<file path="config.mk">
export PLATFORM = sky130hd
export DESIGN_NAME = utc_date_to_epoch_seconds_unit_flat
export DESIGN_NICKNAME = d
export VERILOG_FILES = /design/src/rtl/utce_pkg.sv /design/src/rtl/utce_req_if.sv /design/src/rtl/utce_rsp_if.sv /design/src/rtl/utc_date_to_epoch_seconds_unit.sv /design/src/flat_wrapper.sv
export SDC_FILE = /design/constraint.sdc
export NUM_CORES = 2
export LEC_CHECK = 0
export BUFFER_PORTS_ARGS = -buffer_cell sky130_fd_sc_hd__clkbuf_2
export CORE_ASPECT_RATIO = 1.2
export CORE_MARGIN = 1.5
export CORE_UTILIZATION = 35
export CTS_CLUSTER_SIZE = 28
export DETAILED_ROUTE_END_ITERATION = 12
export HOLD_SLACK_MARGIN = 0.02
export PLACE_DENSITY = 0.47
export SKIP_CTS_REPAIR_TIMING = 1
export SYNTH_ARGS = -nofsm -noshare
export SYNTH_HDL_FRONTEND = slang
export SYNTH_SLANG_ARGS = --single-unit
</file>
<file path="constraint.sdc">
create_clock -name clock -period 9.1 [get_ports clock]
set_input_delay 0.455 -clock clock [delete_from_list [all_inputs] [get_ports clock]]
set_output_delay 0.455 -clock clock [all_outputs]
set_load 0.02 [all_outputs]
</file>
<file path="src/rtl/utce_pkg.sv">
// Package: shared types, calendar constants and helpers for the UTC to epoch unit.
package utce_pkg;

   // Number of register stages from request word to response word.
   localparam int NUM_STAGES = 12;

   // First and last of the month-adjust stages.
   localparam int MSTEP_FIRST = 3;
   localparam int MSTEP_LAST  = 7;

   localparam int SEC_PER_MIN     = 60;
   localparam int MIN_PER_HOUR    = 60;
   localparam int HOUR_PER_DAY    = 24;
   localparam int SEC_PER_HOUR    = 3600;
   localparam int SEC_PER_DAY     = 86400;
   localparam int MONTHS_PER_YEAR = 12;
   localparam int DAYS_PER_YEAR   = 365;
   localparam int DAYS_PER_WEEK   = 7;

   // Years are carried as year minus 1900.
   localparam int EPOCH_YEAR_OFS = 70;
   // s = year - 1 as a full year, taken as a plain positive count.
   localparam int YEAR_M1_BASE   = 1899;
   // (1969 / 4) minus the century correction for 1901 onwards.
   localparam int LEAP_BASE      = 491;
   localparam int CENTURY_1900   = 0;
   localparam int CENTURY_2000   = 100;
   localparam int CENTURY_2100   = 200;

   // 1970-01-01 was a Thursday; bias keeps the weekday sum positive.
   localparam int WDAY_EPOCH = 4;
   localparam int WDAY_BIAS  = 35000;

   localparam logic [3:0] MONTH_JAN = 4'd0;
   localparam logic [3:0] MONTH_FEB = 4'd1;
   localparam logic [3:0] MONTH_DEC = 4'd11;

   localparam logic [8:0] CUM_DAYS [13] = '{
      9'd0, 9'd31, 9'd59, 9'd90, 9'd120, 9'd151, 9'd181,
      9'd212, 9'd243, 9'd273, 9'd304, 9'd334, 9'd365
   };

   // Working word carried down the pipeline.
   typedef struct packed {
      logic signed [9:0]  yr;      // year minus 1900
      logic [3:0]         mo;
      logic signed [8:0]  dy;      // day of month from 0
      logic signed [8:0]  hr;
      logic signed [9:0]  mn;
      logic [5:0]         sc;
      logic [8:0]         yday;
      logic signed [8:0]  ydiff;
      logic signed [6:0]  leapd;
      logic [16:0]        tod;
      logic               pre_epoch;
      logic signed [17:0] total;
      logic [31:0]        prod;
      logic [5:0]         wfold;
      logic [31:0]        secs;
      logic [2:0]         wday;
   } item_type;

   // Gregorian leap rule. The only century years the carried range reaches
   // are 1900, 2000 and 2100, of which 2000 alone is a leap year.
   function automatic logic is_leap(input logic signed [9:0] yr);
      return (yr[1:0] == 2'b00) && (yr != 10'(CENTURY_1900)) &&
             (yr != 10'(CENTURY_2100));
   endfunction

   function automatic logic [4:0] month_len(input logic [3:0] mo,
                                            input logic signed [9:0] yr);
      logic [3:0] nxt;
      nxt = 4'(mo + 4'd1);
      return 5'(int'(CUM_DAYS[nxt]) - int'(CUM_DAYS[mo]) +
                ((mo == MONTH_FEB && is_leap(yr)) ? 1 : 0));
   endfunction

endpackage

</file>
<file path="src/rtl/utce_req_if.sv">
// Interface: request channel carrying one broken-down UTC time per word.
interface utce_req_if;
   logic              valid;
   logic              ready;
   logic [7:0]        year_since_1900;
   logic signed [6:0] month_raw;
   logic signed [7:0] day_of_month_raw;
   logic signed [7:0] hour_raw;
   logic signed [8:0] minute_raw;
   logic signed [8:0] second_raw;

   modport source (
      output valid, year_since_1900, month_raw, day_of_month_raw,
             hour_raw, minute_raw, second_raw,
      input  ready
   );
   modport sink (
      input  valid, year_since_1900, month_raw, day_of_month_raw,
             hour_raw, minute_raw, second_raw,
      output ready
   );
endinterface

</file>
<file path="src/rtl/utce_rsp_if.sv">
// Interface: response channel carrying the normalised time and epoch seconds.
interface utce_rsp_if;
   logic              valid;
   logic              ready;
   logic signed [9:0] year_norm;
   logic [3:0]        month_norm;
   logic [4:0]        day_norm;
   logic [4:0]        hour_norm;
   logic [5:0]        minute_norm;
   logic [5:0]        second_norm;
   logic [8:0]        day_of_year;
   logic [2:0]        weekday;
   logic [31:0]       epoch_seconds;
   logic              before_epoch;

   modport source (
      output valid, year_norm, month_norm, day_norm, hour_norm, minute_norm,
             second_norm, day_of_year, weekday, epoch_seconds, before_epoch,
      input  ready
   );
   modport sink (
      input  valid, year_norm, month_norm, day_norm, hour_norm, minute_norm,
             second_norm, day_of_year, weekday, epoch_seconds, before_epoch,
      output ready
   );
endinterface

</file>
<file path="src/rtl/utc_date_to_epoch_seconds_unit.sv">
// Top level: pipelined conversion of broken-down UTC time to Unix seconds.
//
// Converts a broken-down UTC time (year since 1900, month, day, hour, minute,
// second, each possibly out of range) into normalised fields, day of year,
// weekday and seconds since 1970-01-01. One request word is taken every clock
// cycle while the pipeline is not stalled; it passes through twelve register
// stages (NUM_STAGES) and its response word is offered from the last stage.
// The depth comes from the carry stages (seconds, minutes, hours), five
// month-adjust stages that each move at most one whole month between the day
// count and the month, and the day-of-year, day-count, 32-bit multiply and
// final weekday fold stages. Every stage has its own valid bit and holds while
// the stage after it is full and cannot advance, so a stalled response still
// lets bubbles further up fill. Years before 1970 give epoch_seconds of all
// ones with before_epoch set; the weekday is still the true calendar weekday.
// Otherwise epoch_seconds wraps modulo 2^32. The block has no configuration
// and no state beyond the pipeline itself.
module utc_date_to_epoch_seconds_unit
   import utce_pkg::*;
(
   input  logic          clock,
   input  logic          reset,
   utce_req_if.sink      req_ch,
   utce_rsp_if.source    rsp_ch
);

   item_type             data_ff [NUM_STAGES];
   item_type             data_in [NUM_STAGES];
   logic [NUM_STAGES-1:0] valid_ff;
   logic [NUM_STAGES-1:0] valid_in;
   logic [NUM_STAGES-1:0] stage_rdy;
   logic [NUM_STAGES-1:0] up_valid;

   // Floor quotient of a narrow value by a small constant divisor; the
   // quotient always lies in -6..5 for the carried ranges.
   function automatic logic signed [3:0] floor_div(input logic signed [10:0] a,
                                                   input int m);
      logic signed [3:0] q;
      q = -4'sd6;
      for (int k = -5; k <= 5; k++) begin
         if (int'(a) >= k * m) begin
            q = 4'(k);
         end
      end
      return q;
   endfunction

   // Move at most one whole month into or out of the day count.
   function automatic item_type month_step(input item_type it);
      item_type   o;
      logic [4:0] len_cur;
      o       = it;
      len_cur = month_len(it.mo, it.yr);
      if (it.dy < 0) begin
         if (it.mo == MONTH_JAN) begin
            o.mo = MONTH_DEC;
            o.yr = 10'(int'(it.yr) - 1);
         end else begin
            o.mo = 4'(it.mo - 4'd1);
         end
         o.dy = 9'(int'(it.dy) + int'(month_len(o.mo, o.yr)));
      end else if (int'(it.dy) >= int'(len_cur)) begin
         o.dy = 9'(int'(it.dy) - int'(len_cur));
         if (it.mo == MONTH_DEC) begin
            o.mo = MONTH_JAN;
            o.yr = 10'(int'(it.yr) + 1);
         end else begin
            o.mo = 4'(it.mo + 4'd1);
         end
      end
      return o;
   endfunction

   // Stage transforms.
   always_comb begin
      item_type          it;
      logic signed [3:0] q;
      logic signed [3:0] qm;
      logic [11:0]       ym1;
      int                n100;
      int                n400;
      logic [16:0]       wsum;
      logic [3:0]        f;

      // Stage 0: decode, carry seconds into minutes and months into years.
      it    = '0;
      q     = floor_div(11'(req_ch.second_raw), SEC_PER_MIN);
      qm    = floor_div(11'(req_ch.month_raw), MONTHS_PER_YEAR);
      it.sc = 6'(int'(req_ch.second_raw) - int'(q) * SEC_PER_MIN);
      it.mn = 10'(int'(req_ch.minute_raw) + int'(q));
      it.hr = 9'(int'(req_ch.hour_raw));
      it.dy = 9'(int'(req_ch.day_of_month_raw) - 1);
      it.mo = 4'(int'(req_ch.month_raw) - int'(qm) * MONTHS_PER_YEAR);
      it.yr = 10'(int'(req_ch.year_since_1900) + int'(qm));
      data_in[0] = it;

      // Stage 1: minutes into hours.
      it    = data_ff[0];
      q     = floor_div(11'(it.mn), MIN_PER_HOUR);
      it.hr = 9'(int'(it.hr) + int'(q));
      it.mn = 10'(int'(it.mn) - int'(q) * MIN_PER_HOUR);
      data_in[1] = it;

      // Stage 2: hours into days.
      it    = data_ff[1];
      q     = floor_div(11'(it.hr), HOUR_PER_DAY);
      it.dy = 9'(int'(it.dy) + int'(q));
      it.hr = 9'(int'(it.hr) - int'(q) * HOUR_PER_DAY);
      data_in[2] = it;

      // Stages 3 to 7: one month adjustment each.
      for (int k = MSTEP_FIRST; k <= MSTEP_LAST; k++) begin
         data_in[k] = month_step(data_ff[k-1]);
      end

      // Stage 8: day of year, year offset, leap-day count, time of day.
      it      = data_ff[MSTEP_LAST];
      it.yday = 9'(int'(it.dy) + int'(CUM_DAYS[it.mo]) +
                   ((it.mo > MONTH_FEB && is_leap(it.yr)) ? 1 : 0));
      it.ydiff = 9'(int'(it.yr) - EPOCH_YEAR_OFS);
      ym1     = 12'(int'(it.yr) + YEAR_M1_BASE);
      n100    = ((it.yr >= 10'sd1) ? 1 : 0) +
                ((it.yr > 10'(CENTURY_2000)) ? 1 : 0) +
                ((it.yr > 10'(CENTURY_2100)) ? 1 : 0);
      n400    = (it.yr > 10'(CENTURY_2000)) ? 1 : 0;
      it.leapd  = 7'(int'(ym1[11:2]) - LEAP_BASE - n100 + n400);
      it.tod    = 17'(SEC_PER_HOUR * int'(it.hr[4:0]) +
                      SEC_PER_MIN * int'(it.mn[5:0]) + int'(it.sc));
      it.pre_epoch = it.yr < 10'(EPOCH_YEAR_OFS);
      data_in[8] = it;

      // Stage 9: days since 1970.
      it       = data_ff[8];
      it.total = 18'(int'(it.yday) + DAYS_PER_YEAR * int'(it.ydiff) + int'(it.leapd));
      data_in[9] = it;

      // Stage 10: day seconds product, first weekday fold (8 is 1 mod 7).
      it      = data_ff[9];
      it.prod = 32'(it.total) * 32'(SEC_PER_DAY);
      wsum    = 17'(int'(it.total) + WDAY_EPOCH + WDAY_BIAS);
      it.wfold = 6'(int'(wsum[2:0]) + int'(wsum[5:3]) + int'(wsum[8:6]) +
                    int'(wsum[11:9]) + int'(wsum[14:12]) + int'(wsum[16:15]));
      data_in[10] = it;

      // Stage 11: final weekday fold and epoch seconds.
      it = data_ff[10];
      f  = 4'(int'(it.wfold[2:0]) + int'(it.wfold[5:3]));
      if (int'(f) >= DAYS_PER_WEEK) begin
         f = 4'(int'(f) - DAYS_PER_WEEK);
      end
      if (int'(f) >= DAYS_PER_WEEK) begin
         f = 4'(int'(f) - DAYS_PER_WEEK);
      end
      it.wday = f[2:0];
      it.secs = it.pre_epoch ? '1 : (it.prod + 32'(it.tod));
      data_in[11] = it;
   end

   // A stage takes a word when it is empty or the stage after it advances.
   always_comb begin
      up_valid = {valid_ff[NUM_STAGES-2:0], req_ch.valid};
      stage_rdy[NUM_STAGES-1] = !valid_ff[NUM_STAGES-1] || rsp_ch.ready;
      for (int k = NUM_STAGES - 2; k >= 0; k--) begin
         stage_rdy[k] = !valid_ff[k] || stage_rdy[k+1];
      end
      for (int k = 0; k < NUM_STAGES; k++) begin
         if (stage_rdy[k]) begin
            valid_in[k] = up_valid[k];
         end else begin
            valid_in[k] = valid_ff[k];
         end
      end
   end

   always_ff @(posedge clock) begin
      if (reset) begin
         valid_ff <= '0;
      end else begin
         valid_ff <= valid_in;
      end
   end

   // Payload: advance only where a valid word moves in, else hold.
   always_ff @(posedge clock) begin
      for (int k = 0; k < NUM_STAGES; k++) begin
         if (stage_rdy[k] && up_valid[k]) begin
            data_ff[k] <= data_in[k];
         end
      end
   end

   assign req_ch.ready = stage_rdy[0];

   assign rsp_ch.valid         = valid_ff[NUM_STAGES-1];
   assign rsp_ch.year_norm     = data_ff[NUM_STAGES-1].yr;
   assign rsp_ch.month_norm    = data_ff[NUM_STAGES-1].mo;
   assign rsp_ch.day_norm      = 5'(data_ff[NUM_STAGES-1].dy + 9'sd1);
   assign rsp_ch.hour_norm     = data_ff[NUM_STAGES-1].hr[4:0];
   assign rsp_ch.minute_norm   = data_ff[NUM_STAGES-1].mn[5:0];
   assign rsp_ch.second_norm   = data_ff[NUM_STAGES-1].sc;
   assign rsp_ch.day_of_year   = data_ff[NUM_STAGES-1].yday;
   assign rsp_ch.weekday       = data_ff[NUM_STAGES-1].wday;
   assign rsp_ch.epoch_seconds = data_ff[NUM_STAGES-1].secs;
   assign rsp_ch.before_epoch  = data_ff[NUM_STAGES-1].pre_epoch;

endmodule

</file>
<file path="src/flat_wrapper.sv">
// flat-port wrapper written by rule: the top's interface ports become plain ports
module utc_date_to_epoch_seconds_unit_flat import utce_pkg::*;
  (clock, reset, req_ch_valid, req_ch_year_since_1900, req_ch_month_raw, req_ch_day_of_month_raw, req_ch_hour_raw, req_ch_minute_raw, req_ch_second_raw, req_ch_ready, rsp_ch_valid, rsp_ch_year_norm, rsp_ch_month_norm, rsp_ch_day_norm, rsp_ch_hour_norm, rsp_ch_minute_norm, rsp_ch_second_norm, rsp_ch_day_of_year, rsp_ch_weekday, rsp_ch_epoch_seconds, rsp_ch_before_epoch, rsp_ch_ready);
  utce_req_if req_ch_i ();
  utce_rsp_if rsp_ch_i ();
  input  logic clock;
  input  logic reset;
  input wire logic [$bits(req_ch_i.valid)-1:0] req_ch_valid;
  input wire logic [$bits(req_ch_i.year_since_1900)-1:0] req_ch_year_since_1900;
  input wire logic [$bits(req_ch_i.month_raw)-1:0] req_ch_month_raw;
  input wire logic [$bits(req_ch_i.day_of_month_raw)-1:0] req_ch_day_of_month_raw;
  input wire logic [$bits(req_ch_i.hour_raw)-1:0] req_ch_hour_raw;
  input wire logic [$bits(req_ch_i.minute_raw)-1:0] req_ch_minute_raw;
  input wire logic [$bits(req_ch_i.second_raw)-1:0] req_ch_second_raw;
  output wire logic [$bits(req_ch_i.ready)-1:0] req_ch_ready;
  output wire logic [$bits(rsp_ch_i.valid)-1:0] rsp_ch_valid;
  output wire logic [$bits(rsp_ch_i.year_norm)-1:0] rsp_ch_year_norm;
  output wire logic [$bits(rsp_ch_i.month_norm)-1:0] rsp_ch_month_norm;
  output wire logic [$bits(rsp_ch_i.day_norm)-1:0] rsp_ch_day_norm;
  output wire logic [$bits(rsp_ch_i.hour_norm)-1:0] rsp_ch_hour_norm;
  output wire logic [$bits(rsp_ch_i.minute_norm)-1:0] rsp_ch_minute_norm;
  output wire logic [$bits(rsp_ch_i.second_norm)-1:0] rsp_ch_second_norm;
  output wire logic [$bits(rsp_ch_i.day_of_year)-1:0] rsp_ch_day_of_year;
  output wire logic [$bits(rsp_ch_i.weekday)-1:0] rsp_ch_weekday;
  output wire logic [$bits(rsp_ch_i.epoch_seconds)-1:0] rsp_ch_epoch_seconds;
  output wire logic [$bits(rsp_ch_i.before_epoch)-1:0] rsp_ch_before_epoch;
  input wire logic [$bits(rsp_ch_i.ready)-1:0] rsp_ch_ready;
  assign req_ch_i.valid = req_ch_valid;
  assign req_ch_i.year_since_1900 = req_ch_year_since_1900;
  assign req_ch_i.month_raw = req_ch_month_raw;
  assign req_ch_i.day_of_month_raw = req_ch_day_of_month_raw;
  assign req_ch_i.hour_raw = req_ch_hour_raw;
  assign req_ch_i.minute_raw = req_ch_minute_raw;
  assign req_ch_i.second_raw = req_ch_second_raw;
  assign req_ch_ready = req_ch_i.ready;
  assign rsp_ch_valid = rsp_ch_i.valid;
  assign rsp_ch_year_norm = rsp_ch_i.year_norm;
  assign rsp_ch_month_norm = rsp_ch_i.month_norm;
  assign rsp_ch_day_norm = rsp_ch_i.day_norm;
  assign rsp_ch_hour_norm = rsp_ch_i.hour_norm;
  assign rsp_ch_minute_norm = rsp_ch_i.minute_norm;
  assign rsp_ch_second_norm = rsp_ch_i.second_norm;
  assign rsp_ch_day_of_year = rsp_ch_i.day_of_year;
  assign rsp_ch_weekday = rsp_ch_i.weekday;
  assign rsp_ch_epoch_seconds = rsp_ch_i.epoch_seconds;
  assign rsp_ch_before_epoch = rsp_ch_i.before_epoch;
  assign rsp_ch_i.ready = rsp_ch_ready;
  utc_date_to_epoch_seconds_unit u_core (.clock(clock), .reset(reset), .req_ch(req_ch_i), .rsp_ch(rsp_ch_i));
endmodule
</file>
==> out/metrics.yaml <==
cells_and_area:
  most-common-layout-cells: "edfxtp_1 (659), ha_1 (495), inv_1 (427)"
  final_common_cell: "edfxtp_1"
  postLayoutCoreUtil_pct: 39.1
  nNetsFinal: 4667
  drive_gt1_share_pct: 8.52
  antenna_cells: 0
  area_delta_synth_final_pct: 10.9
floorplan:
  rows: 142
  die_area_sq_um: 128000
  ios: 136
  die_w_microns: 327
  start_util_pct: 35.3
  die_h_microns: 392
  core_sq_um: 125000
synth:
  yosysWarnings: 0
  synth_fp_nets: 4600
  synth_edf_count: 659
  synthXorXnorAreaFrac_pct: 6.52
  synth_seq_area_share_pct: 45.5
  syn_area_sq_um: 44000
  yosys.area_share.simple_pct: 9.22
  synth_top_family_by_area: "adder cells"
  async_reset_ff_share_pct: 0
  synth-main-ff-cell: "edfxtp_1"
  yosysUniqueCellTypes: 93
  synth-compound-area-share_pct: 11.3
  yosys_register_bits: 671
  synth_fa_ha_area_share_pct: 20.5
  syn_inst: 3910
  synthMuxAreaShare_pct: 1.05
  syn_area_per_cell_sq_um: 11.3
timing:
  finClkSkew_ps: 38.4
  finalMaxSlewViolations: 0
  setup_violations: 0
  fin_crit_ps: 6160
  fmax_ghz: 0.162
  setup_tns_ps: 0
  worstMarginPinSlew_ps: 1070
  finalCritPeriodShare_pct: 67.6
  fin_ws_ps: 2940
  hold_viol: 0
  relSlewSlack_pct: 28.7
  rsz0062_at_grt: "false"
worst_setup_path:
  regToRegSetupSlack_ps: 2940
  cp.required_ps: 9520
  critical_path_arrival_ps: 6580
  crit_type: "flip-flop to flip-flop"
  endpoint_kind: "flip-flop"
  worst-path-max-fanout: 20
  cp-start-kind: "flip-flop"
  crit-reg2reg-launch: "u_core.data_ff[0][532]$_DFFE_PP_"
  r2r-end: "u_core.data_ff[0][705]$_DFFE_PP_"
  r2r_cells: 19
place:
  dp_slack_ps: 3030
  io_buffers: 135
  dp_hpwl_microns: 71300
  gp_congestion: 0.838
global_routing:
  overflow: 0
  grt_max_degree: 61
  grt_usage_pct: 14.6
  grt_pass1_vias: 28400
  grt_pass1_wl_microns: 150000
  antenna_found_initial: 3
power:
  power_density_nw_per_um2: 161
  p_leak_uw: 0.0197
  irDropWorstVdd_mv: 0.160
clock_tree:
  clk_pin_slew_ps: 60
  ctsHtreeMaxLevel: 3
  cts_root_buf: "clkbuf_16"
  clk_latency_ps: 680
  cts_tree: "built"
  clock_sinks: 671
  numCtsBuffers: 79
  clockBufferDepth: 3
outcome:
  outcome: "completed"
detailed_routing:
  drc: 0
  postRouteAntennaNets: 0
  wire_per_inst_microns: 16.3
  vias_per_cell: 4.87
  dr_total_vias: 27800
  dr.pass1.iters: 5
  dr.first_iter.drc_count: 1407
  wl_microns: 92800
min_path:
  holdPathEnd: "u_core.valid_ff[0]$_SDFFE_PP0N_"
  hp-class: "primary input to flip-flop"
  min-delay-start: "req_ch_valid"
  whs_path_depth: 3
run:
  maxCapViolCount: 0
[cells in the mapped netlist (all sizes together) (19+ instances only)]
cell / count / share of area [%]
a211oi: 22 / 0.39
a21boi: 20 / 0.34
a21o: 70 / 1.2
a21oi: 252 / 2.9
a31oi: 57 / 0.81
and3: 26 / 0.37
buf: 95 / 1.5
clkbuf: 85 / 0.72
edfxtp: 659 / 45
fa: 142 / 6.5
ha: 495 / 14
inv: 427 / 3.6
mux2i: 36 / 0.82
nand2: 224 / 1.9
nand2b: 19 / 0.27
nand3: 91 / 1.0
nor2: 222 / 1.9
nor2b: 50 / 0.71
nor3: 65 / 0.75
nor4: 20 / 0.30
o21a: 32 / 0.55
o21ai: 165 / 1.9
o21bai: 26 / 0.44
o31ai: 19 / 0.38
or2: 19 / 0.27
xnor2: 220 / 4.4
xor2: 107 / 2.1
[metrics by stage]
step	hold slack, ps	total power (uW)	std cells	instance area (sq um)
2_1_floorplan	400	4410	3910	44000
3_3_place_gp	400	4630	5540	46100
3_5_place_dp	405	4630	5540	46100
4_1_cts	-107	7980	5681	48700
5_1_grt	41.4	8230	5693	48900
6_report	49.5	7840	5693	48900
[final cells by class]
class / count / area, sq um
Sequential cell: 671 / 20000
Clock inverter: 51 / 653
Multi-Input combinational cell: 2627 / 21500
Clock buffer: 90 / 2030
Tap cell: 1656 / 2070
Timing Repair Buffer: 166 / 938
Fill cell: 12100 / 76000
Inverter: 432 / 1620
[worst max-delay path: stages, from the launching register on]
cell and delay [ps]:
edfxtp_1 810, inv_1 300, ha_1 670, nor2b_1 140, a22o_1 260, ha_1 270
inv_1 40, ha_1 210, fa_1 410, a21o_1 190, a21oi_1 170, xnor2_1 150
xnor2_1 100, ha_1 330, inv_1 80, nor2_1 50, nor4_1 610, nand3_1 580
mux2i_1 240, mux2_2 280
[kinds of logic after synthesis]
group / after synthesis
AOI/OAI and AO/OA: 788
xor gates and xnor gates: 327
adders and majority gates: 637
buffers and inverters: 612
DFF: 671
muxes: 45
and+or+nand+nor: 830
[how the worst max path moves through the flow]
stage / start / endpoint / slack (ps)
after global routing: u_core.data_ff[0][714]$_DFFE_PP_ / u_core.data_ff[1][165]$_DFFE_PP_ / 2440
after floorplan: u_core.valid_ff[11]$_SDFFE_PP0P_ / u_core.data_ff[2][100]$_DFFE_PP_ / 2190
after CTS: u_core.data_ff[0][532]$_DFFE_PP_ / u_core.data_ff[0][705]$_DFFE_PP_ / 2990
final: u_core.data_ff[0][532]$_DFFE_PP_ / u_core.data_ff[0][705]$_DFFE_PP_ / 2940
after global placement: u_core.data_ff[0][532]$_DFFE_PP_ / u_core.data_ff[0][705]$_DFFE_PP_ / 3090
after detailed placement: u_core.data_ff[0][532]$_DFFE_PP_ / u_core.data_ff[0][705]$_DFFE_PP_ / 3030
[flip-flops by register name (all words and copies together), names as in the netlist]
| name | cells |
|---|---|
| u_core.valid_ff | 12 |
| u_core.data_ff | 659 |
[power breakdown]
part | internal (uW) | switching, uW | total, uW
Clock | 1960 | 1320 | 3270
Sequential | 3510 | 72.9 | 3580
Combinational | 450 | 535 | 985
[routing by layer]
metal	GRT usage, %	vias to the layer above	routed length (microns)
li1	-	14000	-
met2	27.3	397	48000
met4	4.65	0	2160
met5	0	-	0
met1	17.2	13300	40000
met3	1.86	119	2600
Note: power is estimated with default switching activity, not from simulation.
